<file path="config.mk">
export PLATFORM = sky130hd
export DESIGN_NAME = matrix3_transform_norm_sum_unit_flat
export DESIGN_NICKNAME = d
export VERILOG_FILES = /design/src/m3tn_pkg.sv /design/src/m3tn_if.sv /design/src/m3tn_front.sv /design/src/m3tn_isqrt.sv /design/src/m3tn_back.sv /design/src/matrix3_transform_norm_sum_unit.sv /design/src/flat_wrapper.sv
export SDC_FILE = /design/constraint.sdc
export NUM_CORES = 2
export LEC_CHECK = 0
export ABC_AREA = 0
export BUFFER_PORTS_ARGS = -buffer_cell sky130_fd_sc_hd__buf_2
export CORE_ASPECT_RATIO = 0.6
export CORE_MARGIN = 2
export CORE_UTILIZATION = 45
export DETAILED_ROUTE_END_ITERATION = 7
export MAX_ROUTING_LAYER = met4
export PLACE_DENSITY_LB_ADDON = 0.12
export SLEW_MARGIN = 0
export SYNTH_ARGS = -nofsm -noshare
export SYNTH_HDL_FRONTEND = slang
export SYNTH_SLANG_ARGS = --single-unit
export TNS_END_PERCENT = 20
</file>
<file path="constraint.sdc">
create_clock -name clk_i -period 9.25 [get_ports clk_i]
set_input_delay 0.4625 -clock clk_i [delete_from_list [all_inputs] [get_ports clk_i]]
set_output_delay 0.4625 -clock clk_i [all_outputs]
set_load 0.005 [all_outputs]
</file>
<file path="src/m3tn_pkg.sv">
// ----------------------------------------------------------------------------
// m3tn_pkg
// Widths, reset values and shared types of the 3x3 transform norm unit
// ----------------------------------------------------------------------------
`default_nettype none

package m3tn_pkg;

  localparam int COORD_WIDTH = 16;
  localparam int COEF_WIDTH  = 16;
  localparam int SUM_WIDTH   = 40;
  localparam int COEF_FRAC   = 12;
  localparam int NUM_DIMS    = 3;

  localparam int ROW_WIDTH     = NUM_DIMS * COEF_WIDTH;
  localparam int IDX_WIDTH     = $clog2(NUM_DIMS);
  localparam int CFG_IDX_WIDTH = 2;
  localparam int MUL_WIDTH     = (COEF_WIDTH > COORD_WIDTH) ? COEF_WIDTH : COORD_WIDTH;
  localparam int PROD_WIDTH    = 2 * MUL_WIDTH;
  // three products summed
  localparam int ACC_WIDTH     = PROD_WIDTH + 2;
  // three squares of saturated coordinates stay below 2^(2*COORD_WIDTH)
  localparam int SQ_WIDTH      = 2 * COORD_WIDTH;
  localparam int NORM_WIDTH    = COORD_WIDTH;
  localparam int REM_WIDTH     = NORM_WIDTH + 3;
  localparam int ROOT_CNT_WIDTH = $clog2(NORM_WIDTH);

  localparam int QUEUE_DEPTH = 2;
  localparam int QPTR_WIDTH  = (QUEUE_DEPTH > 1) ? $clog2(QUEUE_DEPTH) : 1;
  localparam int QCNT_WIDTH  = $clog2(QUEUE_DEPTH + 1);

  localparam logic [COEF_WIDTH-1:0] COEF_ONE = COEF_WIDTH'(64'd1 << COEF_FRAC);
  localparam logic [ROW_WIDTH-1:0]  ROW0_RESET = ROW_WIDTH'(COEF_ONE);
  localparam logic [ROW_WIDTH-1:0]  ROW1_RESET = ROW_WIDTH'(COEF_ONE) << COEF_WIDTH;
  localparam logic [ROW_WIDTH-1:0]  ROW2_RESET = ROW_WIDTH'(COEF_ONE) << (2 * COEF_WIDTH);

  typedef enum logic [CFG_IDX_WIDTH-1:0] {
    REG_ROW0 = 2'd0,
    REG_ROW1 = 2'd1,
    REG_ROW2 = 2'd2
  } cfg_reg_e;

  typedef struct packed {
    logic signed [COORD_WIDTH-1:0] pt_x;
    logic signed [COORD_WIDTH-1:0] pt_y;
    logic signed [COORD_WIDTH-1:0] pt_z;
    logic                          restart;
  } point_t;

endpackage

`default_nettype wire

</file>
<file path="src/m3tn_if.sv">
// ----------------------------------------------------------------------------
// m3tn channel interfaces
// Valid/ready channels for points, results and register writes
// ----------------------------------------------------------------------------
`default_nettype none

interface m3tn_pt_if;
  import m3tn_pkg::*;
  logic                          valid;
  logic                          ready;
  logic signed [COORD_WIDTH-1:0] pt_x;
  logic signed [COORD_WIDTH-1:0] pt_y;
  logic signed [COORD_WIDTH-1:0] pt_z;
  logic                          restart;
  modport source (output valid, pt_x, pt_y, pt_z, restart, input ready);
  modport sink (input valid, pt_x, pt_y, pt_z, restart, output ready);
endinterface

interface m3tn_res_if;
  import m3tn_pkg::*;
  logic                          valid;
  logic                          ready;
  logic signed [COORD_WIDTH-1:0] out_x;
  logic signed [COORD_WIDTH-1:0] out_y;
  logic signed [COORD_WIDTH-1:0] out_z;
  logic                          clipped;
  logic [NORM_WIDTH-1:0]         norm;
  logic [SUM_WIDTH-1:0]          running_sum;
  modport source (output valid, out_x, out_y, out_z, clipped, norm, running_sum,
                  input ready);
  modport sink (input valid, out_x, out_y, out_z, clipped, norm, running_sum,
                output ready);
endinterface

interface m3tn_cfg_if;
  import m3tn_pkg::*;
  logic                     valid;
  logic                     ready;
  logic [CFG_IDX_WIDTH-1:0] index;
  logic [ROW_WIDTH-1:0]     data;
  modport source (output valid, index, data, input ready);
  modport sink (input valid, index, data, output ready);
endinterface

`default_nettype wire

</file>
<file path="src/m3tn_front.sv">
// ----------------------------------------------------------------------------
// m3tn_front
// Point intake: takes requests and holds them in a short queue for the back end
// ----------------------------------------------------------------------------
`default_nettype none

module m3tn_front (
  input  logic              clk_i,
  input  logic              rst_ni,
  m3tn_pt_if.sink           pt_i,
  input  logic              pop_i,
  output logic              avail_o,
  output m3tn_pkg::point_t  head_o
);
  import m3tn_pkg::*;

  point_t                slot_q [QUEUE_DEPTH];
  logic [QPTR_WIDTH-1:0] wr_ptr_q, wr_ptr_d;
  logic [QPTR_WIDTH-1:0] rd_ptr_q, rd_ptr_d;
  logic [QCNT_WIDTH-1:0] count_q, count_d;
  logic                  push;
  logic                  pop;

  assign pt_i.ready = (count_q != QCNT_WIDTH'(QUEUE_DEPTH));
  assign push       = pt_i.valid && pt_i.ready;
  assign avail_o    = (count_q != '0);
  assign pop        = pop_i && avail_o;
  assign head_o     = slot_q[rd_ptr_q];

  always_comb begin
    wr_ptr_d = wr_ptr_q;
    rd_ptr_d = rd_ptr_q;
    count_d  = count_q;
    if (push) begin
      wr_ptr_d = (wr_ptr_q == QPTR_WIDTH'(QUEUE_DEPTH - 1)) ? '0 : wr_ptr_q + QPTR_WIDTH'(1);
    end
    if (pop) begin
      rd_ptr_d = (rd_ptr_q == QPTR_WIDTH'(QUEUE_DEPTH - 1)) ? '0 : rd_ptr_q + QPTR_WIDTH'(1);
    end
    if (push && !pop) begin
      count_d = count_q + QCNT_WIDTH'(1);
    end else if (pop && !push) begin
      count_d = count_q - QCNT_WIDTH'(1);
    end
  end

  always_ff @(posedge clk_i or negedge rst_ni) begin
    if (!rst_ni) begin
      wr_ptr_q <= '0;
      rd_ptr_q <= '0;
      count_q  <= '0;
    end else begin
      wr_ptr_q <= wr_ptr_d;
      rd_ptr_q <= rd_ptr_d;
      count_q  <= count_d;
    end
  end

  always_ff @(posedge clk_i) begin
    if (push) begin
      slot_q[wr_ptr_q] <= '{pt_x: pt_i.pt_x, pt_y: pt_i.pt_y, pt_z: pt_i.pt_z,
                            restart: pt_i.restart};
    end
  end

endmodule

`default_nettype wire

</file>
<file path="src/m3tn_isqrt.sv">
// ----------------------------------------------------------------------------
// m3tn_isqrt
// Floor square root, restoring digit recurrence, one result bit per cycle
// ----------------------------------------------------------------------------
`default_nettype none

module m3tn_isqrt (
  input  logic                            clk_i,
  input  logic                            rst_ni,
  input  logic                            start_i,
  input  logic [m3tn_pkg::SQ_WIDTH-1:0]   rad_i,
  output logic                            done_o,
  output logic [m3tn_pkg::NORM_WIDTH-1:0] root_o
);
  import m3tn_pkg::*;

  logic                      busy_q;
  logic                      done_q;
  logic [ROOT_CNT_WIDTH-1:0] cnt_q;
  logic [SQ_WIDTH-1:0]       rad_q;
  logic [REM_WIDTH-1:0]      rem_q;
  logic [NORM_WIDTH-1:0]     root_q;
  logic [REM_WIDTH-1:0]      rem_sh;
  logic [REM_WIDTH-1:0]      trial;
  logic                      take;

  // bring down the next two radicand bits, try root*4+1
  assign rem_sh = {rem_q[REM_WIDTH-3:0], rad_q[SQ_WIDTH-1 -: 2]};
  assign trial  = REM_WIDTH'({root_q, 2'b01});
  assign take   = (rem_sh >= trial);

  assign done_o = done_q;
  assign root_o = root_q;

  always_ff @(posedge clk_i or negedge rst_ni) begin
    if (!rst_ni) begin
      busy_q <= 1'b0;
      done_q <= 1'b0;
      cnt_q  <= '0;
    end else begin
      done_q <= 1'b0;
      if (start_i) begin
        busy_q <= 1'b1;
        cnt_q  <= '0;
      end else if (busy_q) begin
        cnt_q <= cnt_q + ROOT_CNT_WIDTH'(1);
        if (cnt_q == ROOT_CNT_WIDTH'(NORM_WIDTH - 1)) begin
          busy_q <= 1'b0;
          done_q <= 1'b1;
        end
      end
    end
  end

  always_ff @(posedge clk_i) begin
    if (start_i) begin
      rad_q  <= rad_i;
      rem_q  <= '0;
      root_q <= '0;
    end else if (busy_q) begin
      rad_q  <= rad_q << 2;
      rem_q  <= take ? rem_sh - trial : rem_sh;
      root_q <= {root_q[NORM_WIDTH-2:0], take};
    end
  end

endmodule

`default_nettype wire

</file>
<file path="src/m3tn_back.sv">
// ----------------------------------------------------------------------------
// m3tn_back
// Back end: shared multiplier for the 3x3 product and squares, root, sum
// ----------------------------------------------------------------------------
`default_nettype none

module m3tn_back (
  input  logic             clk_i,
  input  logic             rst_ni,
  m3tn_cfg_if.sink         cfg_i,
  m3tn_res_if.source       res_o,
  input  logic             avail_i,
  input  m3tn_pkg::point_t head_i,
  output logic             pop_o
);
  import m3tn_pkg::*;

  localparam int TOT_WIDTH = ((SUM_WIDTH > NORM_WIDTH) ? SUM_WIDTH : NORM_WIDTH) + 1;
  localparam logic [IDX_WIDTH-1:0] LAST_IDX = IDX_WIDTH'(NUM_DIMS - 1);
  localparam logic signed [ACC_WIDTH-1:0] CMAX =
    (ACC_WIDTH'(1) <<< (COORD_WIDTH - 1)) - ACC_WIDTH'(1);
  localparam logic signed [ACC_WIDTH-1:0] CMIN = -CMAX - ACC_WIDTH'(1);

  typedef enum logic [1:0] {
    S_IDLE,
    S_CALC,
    S_ROOT,
    S_DONE
  } state_e;

  typedef struct packed {
    logic                 vld;
    logic                 sq;
    logic [IDX_WIDTH-1:0] row;
    logic [IDX_WIDTH-1:0] col;
  } mac_tag_t;

  state_e                 state_q, state_d;
  logic                   iss_act_q, iss_act_d;
  logic                   iss_sq_q, iss_sq_d;
  logic [IDX_WIDTH-1:0]   iss_row_q, iss_row_d;
  logic [IDX_WIDTH-1:0]   iss_col_q, iss_col_d;
  mac_tag_t               tag_q, tag_d;
  logic [SUM_WIDTH-1:0]   total_q, total_d;
  logic                   out_vld_q, out_vld_d;
  logic [ROW_WIDTH-1:0]   rows_q [NUM_DIMS];

  logic signed [COORD_WIDTH-1:0] p_q [NUM_DIMS];
  logic signed [COORD_WIDTH-1:0] q_q [NUM_DIMS];
  logic                          restart_q;
  logic                          clip_q;
  logic signed [PROD_WIDTH-1:0]  prod_q;
  logic signed [ACC_WIDTH-1:0]   acc_q;
  logic [SQ_WIDTH-1:0]           ssq_q;
  logic [NORM_WIDTH-1:0]         norm_q;
  logic signed [COORD_WIDTH-1:0] out_x_q, out_y_q, out_z_q;
  logic                          out_clip_q;
  logic [NORM_WIDTH-1:0]         out_norm_q;
  logic [SUM_WIDTH-1:0]          out_sum_q;

  logic signed [COEF_WIDTH-1:0]  coef;
  logic signed [MUL_WIDTH-1:0]   mul_a, mul_b;
  logic signed [PROD_WIDTH-1:0]  prod_d;
  logic signed [ACC_WIDTH-1:0]   acc_sum;
  logic signed [ACC_WIDTH-1:0]   acc_flr;
  logic signed [COORD_WIDTH-1:0] sat_val;
  logic                          sat_clip;
  logic [SQ_WIDTH-1:0]           ssq_sum;
  logic                          sqrt_start;
  logic                          sqrt_done;
  logic [NORM_WIDTH-1:0]         sqrt_root;
  logic                          load_out;
  logic [SUM_WIDTH-1:0]          sum_base;
  logic [TOT_WIDTH-1:0]          tsum;

  // ---------------- register writes ----------------
  assign cfg_i.ready = 1'b1;

  always_ff @(posedge clk_i or negedge rst_ni) begin
    if (!rst_ni) begin
      rows_q[0] <= ROW0_RESET;
      rows_q[1] <= ROW1_RESET;
      rows_q[2] <= ROW2_RESET;
    end else if (cfg_i.valid) begin
      case (cfg_i.index)
        REG_ROW0: rows_q[0] <= cfg_i.data;
        REG_ROW1: rows_q[1] <= cfg_i.data;
        REG_ROW2: rows_q[2] <= cfg_i.data;
        default: ;
      endcase
    end
  end

  // ---------------- shared multiplier ----------------
  assign coef = rows_q[iss_row_q][COEF_WIDTH*iss_col_q +: COEF_WIDTH];

  always_comb begin
    if (iss_sq_q) begin
      mul_a = MUL_WIDTH'(q_q[iss_row_q]);
      mul_b = MUL_WIDTH'(q_q[iss_row_q]);
    end else begin
      mul_a = MUL_WIDTH'(coef);
      mul_b = MUL_WIDTH'(p_q[iss_col_q]);
    end
    prod_d = PROD_WIDTH'(mul_a) * PROD_WIDTH'(mul_b);
  end

  // ---------------- accumulate, floor, saturate ----------------
  always_comb begin
    acc_sum = ((tag_q.col == '0) ? '0 : acc_q) + ACC_WIDTH'(prod_q);
    acc_flr = acc_sum >>> COEF_FRAC;
    if (acc_flr > CMAX) begin
      sat_val  = COORD_WIDTH'(CMAX);
      sat_clip = 1'b1;
    end else if (acc_flr < CMIN) begin
      sat_val  = COORD_WIDTH'(CMIN);
      sat_clip = 1'b1;
    end else begin
      sat_val  = acc_flr[COORD_WIDTH-1:0];
      sat_clip = 1'b0;
    end
    // squares are never negative and fit the sum width
    ssq_sum = ((tag_q.row == '0) ? '0 : ssq_q) + SQ_WIDTH'(prod_q);
  end

  m3tn_isqrt u_isqrt (
    .clk_i   (clk_i),
    .rst_ni  (rst_ni),
    .start_i (sqrt_start),
    .rad_i   (ssq_sum),
    .done_o  (sqrt_done),
    .root_o  (sqrt_root)
  );

  // saturating running sum
  always_comb begin
    sum_base = restart_q ? '0 : total_q;
    tsum     = TOT_WIDTH'(sum_base) + TOT_WIDTH'(norm_q);
  end

  // ---------------- sequencer ----------------
  always_comb begin
    state_d    = state_q;
    iss_act_d  = iss_act_q;
    iss_sq_d   = iss_sq_q;
    iss_row_d  = iss_row_q;
    iss_col_d  = iss_col_q;
    tag_d      = '0;
    total_d    = total_q;
    out_vld_d  = out_vld_q;
    pop_o      = 1'b0;
    sqrt_start = 1'b0;
    load_out   = 1'b0;
    if (out_vld_q && res_o.ready) begin
      out_vld_d = 1'b0;
    end
    case (state_q)
      S_IDLE: begin
        if (avail_i) begin
          pop_o     = 1'b1;
          iss_act_d = 1'b1;
          iss_sq_d  = 1'b0;
          iss_row_d = '0;
          iss_col_d = '0;
          state_d   = S_CALC;
        end
      end
      S_CALC: begin
        if (iss_act_q) begin
          tag_d.vld = 1'b1;
          tag_d.sq  = iss_sq_q;
          tag_d.row = iss_row_q;
          tag_d.col = iss_col_q;
          if (iss_sq_q) begin
            if (iss_row_q == LAST_IDX) begin
              iss_act_d = 1'b0;
            end else begin
              iss_row_d = iss_row_q + IDX_WIDTH'(1);
            end
          end else if (iss_col_q == LAST_IDX) begin
            iss_col_d = '0;
            // matrix done, squares follow
            if (iss_row_q == LAST_IDX) begin
              iss_sq_d  = 1'b1;
              iss_row_d = '0;
            end else begin
              iss_row_d = iss_row_q + IDX_WIDTH'(1);
            end
          end else begin
            iss_col_d = iss_col_q + IDX_WIDTH'(1);
          end
        end
        if (tag_q.vld && tag_q.sq && (tag_q.row == LAST_IDX)) begin
          sqrt_start = 1'b1;
          state_d    = S_ROOT;
        end
      end
      S_ROOT: begin
        if (sqrt_done) begin
          state_d = S_DONE;
        end
      end
      S_DONE: begin
        if (!out_vld_q || res_o.ready) begin
          load_out  = 1'b1;
          out_vld_d = 1'b1;
          total_d   = (tsum > TOT_WIDTH'({SUM_WIDTH{1'b1}})) ? {SUM_WIDTH{1'b1}}
                                                              : tsum[SUM_WIDTH-1:0];
          state_d   = S_IDLE;
        end
      end
      default: state_d = S_IDLE;
    endcase
  end

  always_ff @(posedge clk_i or negedge rst_ni) begin
    if (!rst_ni) begin
      state_q   <= S_IDLE;
      iss_act_q <= 1'b0;
      iss_sq_q  <= 1'b0;
      iss_row_q <= '0;
      iss_col_q <= '0;
      tag_q     <= '0;
      total_q   <= '0;
      out_vld_q <= 1'b0;
    end else begin
      state_q   <= state_d;
      iss_act_q <= iss_act_d;
      iss_sq_q  <= iss_sq_d;
      iss_row_q <= iss_row_d;
      iss_col_q <= iss_col_d;
      tag_q     <= tag_d;
      total_q   <= total_d;
      out_vld_q <= out_vld_d;
    end
  end

  // ---------------- datapath registers ----------------
  always_ff @(posedge clk_i) begin
    if (pop_o) begin
      p_q[0]    <= head_i.pt_x;
      p_q[1]    <= head_i.pt_y;
      p_q[2]    <= head_i.pt_z;
      restart_q <= head_i.restart;
      clip_q    <= 1'b0;
    end
    prod_q <= prod_d;
    if (tag_q.vld && !tag_q.sq) begin
      if (tag_q.col == LAST_IDX) begin
        q_q[tag_q.row] <= sat_val;
        clip_q         <= clip_q | sat_clip;
      end else begin
        acc_q <= acc_sum;
      end
    end
    if (tag_q.vld && tag_q.sq) begin
      ssq_q <= ssq_sum;
    end
    if (sqrt_done) begin
      norm_q <= sqrt_root;
    end
    if (load_out) begin
      out_x_q    <= q_q[0];
      out_y_q    <= q_q[1];
      out_z_q    <= q_q[2];
      out_clip_q <= clip_q;
      out_norm_q <= norm_q;
      out_sum_q  <= total_d;
    end
  end

  assign res_o.valid       = out_vld_q;
  assign res_o.out_x       = out_x_q;
  assign res_o.out_y       = out_y_q;
  assign res_o.out_z       = out_z_q;
  assign res_o.clipped     = out_clip_q;
  assign res_o.norm        = out_norm_q;
  assign res_o.running_sum = out_sum_q;

endmodule

`default_nettype wire

</file>
<file path="src/matrix3_transform_norm_sum_unit.sv">
// ----------------------------------------------------------------------------
// matrix3_transform_norm_sum_unit
// 3x3 point transform with saturated Q8.8 output, floor norm and running sum
// ----------------------------------------------------------------------------
// In the back end each point is picked from the queue, then the nine matrix
// products and three squares go through a single shared 16x16 multiplier,
// the square root follows at one result bit per cycle, and the result is
// loaded into the output register. A two-entry input queue keeps taking
// requests while a point is at work, and the output register holds a finished
// result while the next point is computed. Register writes are taken in any
// cycle and complete at once; write only while no point is in flight.
`default_nettype none

module matrix3_transform_norm_sum_unit (
  input  logic       clk_i,
  input  logic       rst_ni,
  m3tn_pt_if.sink    pt_i,
  m3tn_res_if.source res_o,
  m3tn_cfg_if.sink   cfg_i
);
  import m3tn_pkg::*;

  point_t head;
  logic   avail;
  logic   pop;

  m3tn_front u_front (
    .clk_i   (clk_i),
    .rst_ni  (rst_ni),
    .pt_i    (pt_i),
    .pop_i   (pop),
    .avail_o (avail),
    .head_o  (head)
  );

  m3tn_back u_back (
    .clk_i   (clk_i),
    .rst_ni  (rst_ni),
    .cfg_i   (cfg_i),
    .res_o   (res_o),
    .avail_i (avail),
    .head_i  (head),
    .pop_o   (pop)
  );

endmodule

`default_nettype wire

</file>
<file path="src/flat_wrapper.sv">
// flat-port wrapper written by rule: the top's interface ports become plain ports
module matrix3_transform_norm_sum_unit_flat import m3tn_pkg::*;
  (clk_i, rst_ni, pt_i_valid, pt_i_pt_x, pt_i_pt_y, pt_i_pt_z, pt_i_restart, pt_i_ready, res_o_valid, res_o_out_x, res_o_out_y, res_o_out_z, res_o_clipped, res_o_norm, res_o_running_sum, res_o_ready, cfg_i_valid, cfg_i_index, cfg_i_data, cfg_i_ready);
  m3tn_pt_if pt_i_i ();
  m3tn_res_if res_o_i ();
  m3tn_cfg_if cfg_i_i ();
  input  logic clk_i;
  input  logic rst_ni;
  input wire logic [$bits(pt_i_i.valid)-1:0] pt_i_valid;
  input wire logic [$bits(pt_i_i.pt_x)-1:0] pt_i_pt_x;
  input wire logic [$bits(pt_i_i.pt_y)-1:0] pt_i_pt_y;
  input wire logic [$bits(pt_i_i.pt_z)-1:0] pt_i_pt_z;
  input wire logic [$bits(pt_i_i.restart)-1:0] pt_i_restart;
  output wire logic [$bits(pt_i_i.ready)-1:0] pt_i_ready;
  output wire logic [$bits(res_o_i.valid)-1:0] res_o_valid;
  output wire logic [$bits(res_o_i.out_x)-1:0] res_o_out_x;
  output wire logic [$bits(res_o_i.out_y)-1:0] res_o_out_y;
  output wire logic [$bits(res_o_i.out_z)-1:0] res_o_out_z;
  output wire logic [$bits(res_o_i.clipped)-1:0] res_o_clipped;
  output wire logic [$bits(res_o_i.norm)-1:0] res_o_norm;
  output wire logic [$bits(res_o_i.running_sum)-1:0] res_o_running_sum;
  input wire logic [$bits(res_o_i.ready)-1:0] res_o_ready;
  input wire logic [$bits(cfg_i_i.valid)-1:0] cfg_i_valid;
  input wire logic [$bits(cfg_i_i.index)-1:0] cfg_i_index;
  input wire logic [$bits(cfg_i_i.data)-1:0] cfg_i_data;
  output wire logic [$bits(cfg_i_i.ready)-1:0] cfg_i_ready;
  assign pt_i_i.valid = pt_i_valid;
  assign pt_i_i.pt_x = pt_i_pt_x;
  assign pt_i_i.pt_y = pt_i_pt_y;
  assign pt_i_i.pt_z = pt_i_pt_z;
  assign pt_i_i.restart = pt_i_restart;
  assign pt_i_ready = pt_i_i.ready;
  assign res_o_valid = res_o_i.valid;
  assign res_o_out_x = res_o_i.out_x;
  assign res_o_out_y = res_o_i.out_y;
  assign res_o_out_z = res_o_i.out_z;
  assign res_o_clipped = res_o_i.clipped;
  assign res_o_norm = res_o_i.norm;
  assign res_o_running_sum = res_o_i.running_sum;
  assign res_o_i.ready = res_o_ready;
  assign cfg_i_i.valid = cfg_i_valid;
  assign cfg_i_i.index = cfg_i_index;
  assign cfg_i_i.data = cfg_i_data;
  assign cfg_i_ready = cfg_i_i.ready;
  matrix3_transform_norm_sum_unit u_core (.clk_i(clk_i), .rst_ni(rst_ni), .pt_i(pt_i_i), .res_o(res_o_i), .cfg_i(cfg_i_i));
endmodule
</file>
Word level (Yosys, flattened, before mapping)
Memory sizes are Yosys's and may differ from the RTL's. A register that Yosys moved wholly into a read port is not among the register bits. Index checks and enable logic that the tools add are counted.

Input port bits: 104. Logic and storage cells: 183. Memory bits (writable): 194. Output and inout port bits: 108. Flip-flop bits (word level): 447. Memories kept: 3.

Memory list: u_core.u_front.slot_q (depth 2, width 49, rd ports 1, clocked after memory_dff 0, wr ports 1, line m3tn_front.sv:17) `point_t slot_q [QUEUE_DEPTH];`; u_core.u_back.p_q (depth 3, width 16, rd ports 1, clocked after memory_dff 0, wr ports 3, line m3tn_back.sv:48) `logic signed [COORD_WIDTH-1:0] p_q [NUM_DIMS];`; u_core.u_back.q_q (depth 3, width 16, rd ports 4, clocked after memory_dff 3, wr ports 1, line m3tn_back.sv:49) `logic signed [COORD_WIDTH-1:0] q_q [NUM_DIMS];`.

Multipliers: 1. Shift operators: 1. Muxes and demuxes: 78. Magnitude comparators: 5. Equal/unequal tests: 19. Add/subtract/negate cells: 11. Bitwise gates (word level): 3. Reductions and logical operators: 30.

Operators with widths (number): 40-bit two-way mux (4); 48-bit binary-select mux with 2-bit select (1); 32-bit two-way mux (3); 48-bit two-way mux (2); 16-bit two-way mux (4); 48-bit by 7-bit indexed part select with 16-bit output (1); 40-bit by 16-bit adder with 41-bit output (1); 41-bit by 40-bit > comparator with 1-bit output (second input constant) (1); 1-bit two-way mux (38); 34-bit adder (1); 34-bit two-way mux (1); 32-bit adder (1); 16-bit by 16-bit multiplier with 32-bit output (1); 2-bit two-way mux (15); 22-bit by 16-bit > comparator with 1-bit output (second input constant) (1); 22-bit by 16-bit < comparator with 1-bit output (second input constant) (1); 19-bit by 18-bit >= comparator with 1-bit output (1); 17-bit two-way mux (1); 17-bit subtractor (1); 2-bit equality test (second input constant) (7); 6-bit two-way mux (2); 2-bit != test (second input constant) (5); 2-bit AND reduction (5); 1-bit logical AND (8); other kinds (23) (42).

Logic depth before layout (Yosys ltp)
Word-level depth: 9. Gate-level depth with buffers: 33. Mapped depth without buffers: 29.

Cells and area by module
Synthesis repeated with hierarchy kept, for this count alone.

Cells, all modules: 3620. Area, all modules: 42592.1 sq um.

By module, submodules not included: m3tn_back (cells an instance 3105, area each 34840.9 sq um, seq. area each 14652.8 sq um, instances 1); m3tn_front (cells an instance 171, area each 3983.8 sq um, seq. area each 3042.9 sq um, instances 1); m3tn_isqrt (cells an instance 344, area each 3767.4 sq um, seq. area each 1771.7 sq um, instances 1).

Worst setup path after synthesis
OpenSTA, ideal clock, no wires.

Kind: register -> register. Start: reg u_core.u_back.iss_row_q[1]. End: reg u_core.u_back.prod_q[25]. Data required time: 9178 ps. Path slack: 1478 ps. Setup time: 72 ps. Period minus slack after synthesis: 7772 ps. Data arrival time: 7699 ps. Cell stages (with the launch flop): 30. Cells stage by stage: dfrtp_1 > clkbuf_1 > clkbuf_1 > buf_1 > mux4_2 > nand2_1 > o21a_1 > clkbuf_1 > nor2_1 > fa_1 > inv_1 > fa_1 > fa_1 > inv_1 > fa_1 > fa_1 > inv_1 > fa_1 > inv_1 > ha_1 > a21o_1 > a21o_1 > a21o_1 > nor2_1 > o211a_1 > o31ai_1 > o41ai_1 > o21bai_1 > a21oi_1 > xnor2_1.

Word-level cells in the longest chain between the ends: 7.

RTL lines: start: declaration (line m3tn_back.sv:41) `logic [IDX_WIDTH-1:0] iss_row_q, iss_row_d;`; start signal: assignment (line m3tn_back.sv:230) `iss_row_q <= iss_row_d;`; 2-bit NOT with 3-bit output (not written as such) (line m3tn_back.sv:95) `assign coef = rows_q[iss_row_q][COEF_WIDTH*iss_col_q +: COEF_WIDTH];`; 48-bit binary-select mux with 2-bit select (line m3tn_back.sv:95); 48-bit two-way mux (not written as such) (2 in a row) (line m3tn_back.sv:95); 48-bit by 7-bit indexed part select with 16-bit output (line m3tn_back.sv:95); 16-bit two-way mux (line m3tn_back.sv:98) `if (iss_sq_q) begin`; 16-bit by 16-bit multiplier with 32-bit output (*) (line m3tn_back.sv:105) `prod_d = PROD_WIDTH'(mul_a) * PROD_WIDTH'(mul_b);`; via u_core.u_back.prod_d[25] (line m3tn_back.sv:63) `logic signed [PROD_WIDTH-1:0] prod_d;`; end signal: assignment (line m3tn_back.sv:247) `prod_q <= prod_d;`; end: declaration (line m3tn_back.sv:52) `logic signed [PROD_WIDTH-1:0] prod_q;`.

Mark *: on every way through the listed nets, which the timed path passes. The rest lies on a longest branch. The select of a mux whose other input is x is not followed. A chain may end at the register's enable or synchronous reset.

Worst setup path in the final report
Ends and elaborated chain as after synthesis.

==> impl_metrics.env <==
export IMPL_top_cell_type_s_share_of_synthesized_area_pct=30.7
export IMPL_post_synth_mux_area_share_pct=8.42
export IMPL_worstPathRequired_ns=9.83
export IMPL_n_fill_cell=8220
export IMPL_first_global_vias=26300
export IMPL_ys_warnings_count=0
export IMPL_timing_critical_path_from_type="flop"
export IMPL_synthDominantAreaCellType="sky130_fd_sc_hd__edfxtp_1"
export IMPL_syn_inst=3670
export IMPL_min_period_ns=8.66
export IMPL_area_delta_synth_final_pct=13.2
export IMPL_grt_first_pass_wirelength_mm=168
export IMPL_hold_path_depth=2
export IMPL_number_of_antenna_violations_at_the_first_check_in_global_routing=5
export IMPL_wl_per_cell_um=21.3
export IMPL_floorplan_die_area_sq_mm=0.0960
export IMPL_ioPinCount=212
export IMPL_hold_violations=0
export IMPL_routabilityCongestion=0.953
export IMPL_critical_path_slowest_cell="sky130_fd_sc_hd__dfrtp_4"
export IMPL_min_delay_worst_endpoint="u_core.u_back.rows_q[22]"
export IMPL_io_buffers=210
export IMPL_fin_worst_skew_ns=0.0463
export IMPL_cpPeakStageDelay_ns=0.80
export IMPL_cts_reportedPaths_clkPinSlew_ns=0.08
export IMPL_async_reset_ff_share_pct=29.6
export IMPL_rr_worst_depth=29
export IMPL_post_synth_instance_area_sq_mm=0.0421
export IMPL_rsz0062_at_grt="no"
export IMPL_antenna_cells_inserted=0
export IMPL_slew_violations=0
export IMPL_synth_xor_area_share_pct=2.62
export IMPL_synthMostInstantiatedCell="sky130_fd_sc_hd__edfxtp_1"
export IMPL_antenna_left=0
export IMPL_synth_adder_area_share_pct=18.1
export IMPL_synth_cell_type_count=85
export IMPL_track_usage_pct=24.0
export IMPL_routed_wirelength_mm=111
export IMPL_synth_compound_gate_area_share_pct=9.09
export IMPL_cp_end_kind="flop"
export IMPL_fin_setup_tns_ns=0
export IMPL_critical_path_n_buffers_inverters=5
export IMPL_status="finished, final reports clean"
export IMPL_route_vias_total=27900
export IMPL_detail_route_vias_per_cell=5.36
export IMPL_critical_path_top_delay_family="adder cells"
export IMPL_ctsRootBufferMaster="sky130_fd_sc_hd__clkbuf_16"
export IMPL_reg2reg_from="u_core.u_back.iss_row_q[1]"
export IMPL_drt_first_iter_violations=2356
export IMPL_post_cts_resized=0
export IMPL_slew_limit_headroom_pct=22.4
export IMPL_pre_antenna_drt_iters=6
export IMPL_chipHeight_um=241
export IMPL_critical_path_depth=29
export IMPL_synth_top_family_by_area="adder cells"
export IMPL_type_of_the_worst_min_delay_path="primary input to flop"
export IMPL_worstReg2RegEnd="u_core.u_back.prod_q[25]"
export IMPL_clkSinkCount=705
export IMPL_design_core_area_sq_mm=0.0922
export IMPL_gr_max_usage_layer="met1"
export IMPL_post_synth_most_frequent_cells="sky130_fd_sc_hd__edfxtp_1 (430), sky130_fd_sc_hd__inv_1 (409), sky130_fd_sc_hd__nor2_1 (333), sky130_fd_sc_hd__fa_1 (265), sky130_fd_sc_hd__nand2_1 (237)"
export IMPL_rows=86
export IMPL_hold_slack_ns=0.0588
export IMPL_worstPathArrival_ns=9.24
export IMPL_htree_levels=3
export IMPL_maxClockFrequency_mhz=116
export IMPL_drive_gt1_share_pct=16.9
export IMPL_seq_area_frac_synth_pct=46.3
export IMPL_clockBufferDepth=3
export IMPL_gr_usage_met2_pct=27.9
export IMPL_postSynthRegisterBits=705
export IMPL_tightest_slew_ns=1.16
export IMPL_syn_mean_instance_area_sq_um=11.5
export IMPL_final_min_period_over_clock_period_pct=93.6
export IMPL_synth_edf_count=430
export IMPL_use_met3_pct=7.43
export IMPL_grtUsageMet1_pct=39.5
export IMPL_drt_drc_violations_left=0
export IMPL_reg2reg_slack_ns=0.59
export IMPL_die_w_um=399
export IMPL_synth_nets=4225
export IMPL_ys_dominant_reg_cell="sky130_fd_sc_hd__edfxtp_1"
export IMPL_max_cap_violations=0
export IMPL_tritoncts="built"
export IMPL_crit_path_frequent_cell="sky130_fd_sc_hd__fa_1"
export IMPL_holdCritStartpoint="cfg_i_data[22]"
export IMPL_synth_simple_gate_area_share_pct=10.4
export IMPL_cts_made_buffers=71
export IMPL_clock_latency_ns=0.67
export IMPL_setup_viol_count_final=0
export IMPL_starting_density_pct=45.6
export IMPL_place_detailed_hpwl_mm=83.6
export IMPL_maximum_number_of_pins_on_one_net_before_global_route_repair=76
export IMPL_timing_setup_critical_path_class="flop to flop"
export IMPL_overflow=0
export IMPL_top_cells_by_area_in_the_synthesized_netlist="sky130_fd_sc_hd__edfxtp_1 (31%), sky130_fd_sc_hd__fa_1 (13%), sky130_fd_sc_hd__dfrtp_1 (12%), sky130_fd_sc_hd__ha_1 (5.5%), sky130_fd_sc_hd__mux2_2 (5.5%)"
export IMPL_layout_nets=4477
export IMPL_crit_path_max_fanout=31
## how the worst max path moves through the flow
| stage | start | end | slack, ns |
|---|---|---|---|
| floorplan | u_core.u_back.iss_row_q[1] | u_core.u_back.prod_q[25] | 1.48 |
| global placement | u_core.u_back.iss_row_q[1] | u_core.u_back.prod_q[25] | 0.86 |
| detailed placement | u_core.u_back.iss_row_q[1] | u_core.u_back.prod_q[25] | 0.71 |
| CTS | u_core.u_back.iss_row_q[1] | u_core.u_back.prod_q[25] | 0.66 |
| global route | u_core.u_back.iss_row_q[1] | u_core.u_back.prod_q[31] | 0.09 |
| finish | u_core.u_back.iss_row_q[1] | u_core.u_back.prod_q[25] | 0.59 |
## area by class of cell
class	instances	area (sq um)	share of cell area, %
multi-input combinational	2408	20500	43.1
sequential	705	19500	40.9
inverter	409	1540	3.23
tap	1232	1540	3.24
clock inverter	26	315	0.662
clock buffer	103	2130	4.47
timing repair buffer	327	2090	4.39
## cell usage in the layout (no fill, tap or decap), drive strengths merged, types with 16 or more instances in the layout
master,count
edfxtp,430
inv,409
nor2,333
buf,277
fa,265
nand2,237
dfrtp,206
mux2,205
a21oi,191
ha,186
o21ai,138
nor2b,115
clkbuf,103
xnor2,91
mux2i,87
dfxtp,66
nand2b,53
a21o,50
dlygate4sd3,50
a211oi,47
o21a,40
nand3,36
xor2,35
and3,30
nor3,30
a31oi,24
and2,20
clkinv,20
o21bai,19
mux4,16
## cell families (layout without fill, tap and decap cells)
group                    after synthesis  in the layout
other                                  1              1
adder cells (fa/ha/maj)              451            451
multiplexers                         308            308
AO/OA/AOI/OAI                        597            597
AND/OR/NAND/NOR                      925            925
buffers and inverters                557            865
flip-flops                           705            705
XOR/XNOR                             126            126
## metrics by stage
step	std cells	setup slack (ns)	instance area (sq um)	util, %
after floorplan	3670	1.48	42100	-
after global placement	5031	0.862	44700	48.4
after detailed placement	5031	0.709	44700	48.4
after CTS	5210	0.659	47600	51.6
after global routing	5210	0.0863	47600	51.6
final	5210	0.595	47600	51.6
## state kept, by name, summed over array words and instances (netlist names), 17 cells and up
register / count
u_core.u_front.slot_q: 98
u_core.u_back.u_isqrt.rad_q: 32
u_core.u_back.res_o.running_sum: 40
u_core.u_back.rows_q: 144
u_core.u_back.total_q: 40
u_core.u_back.q_q: 64
u_core.u_back.p_q: 48
u_core.u_back.acc_q: 34
u_core.u_back.ssq_q: 32
u_core.u_back.prod_q: 32
u_core.u_back.u_isqrt.rem_q: 17
## timing repair
action | in CTS | in global routing
buffers inserted | 0 | 0
hold endpoints to repair | 168 | 0
hold buffers | 50 | 0
## worst reg2reg max path: cells and delay by family, from the launching register on
kind,cells,cell delay (ns)
compound gates,12,2.87
fa+ha+maj,7,3.49
simple gates,3,0.33
mux,1,0.24
xor+xnor,1,0.14
buf+inv,5,0.71
flops,1,0.80
## routing by layer
metal | up-vias | part of all wire, %
li1 | 13100 | -
met1 | 13900 | 53
met2 | 872 | 37
met3 | 100 | 9.4
met4 | 0 | 1.2
met5 | - | 0
Power is not shown: default switching activity piles up to over one toggle a cycle in this logic, so the estimate is an artifact.
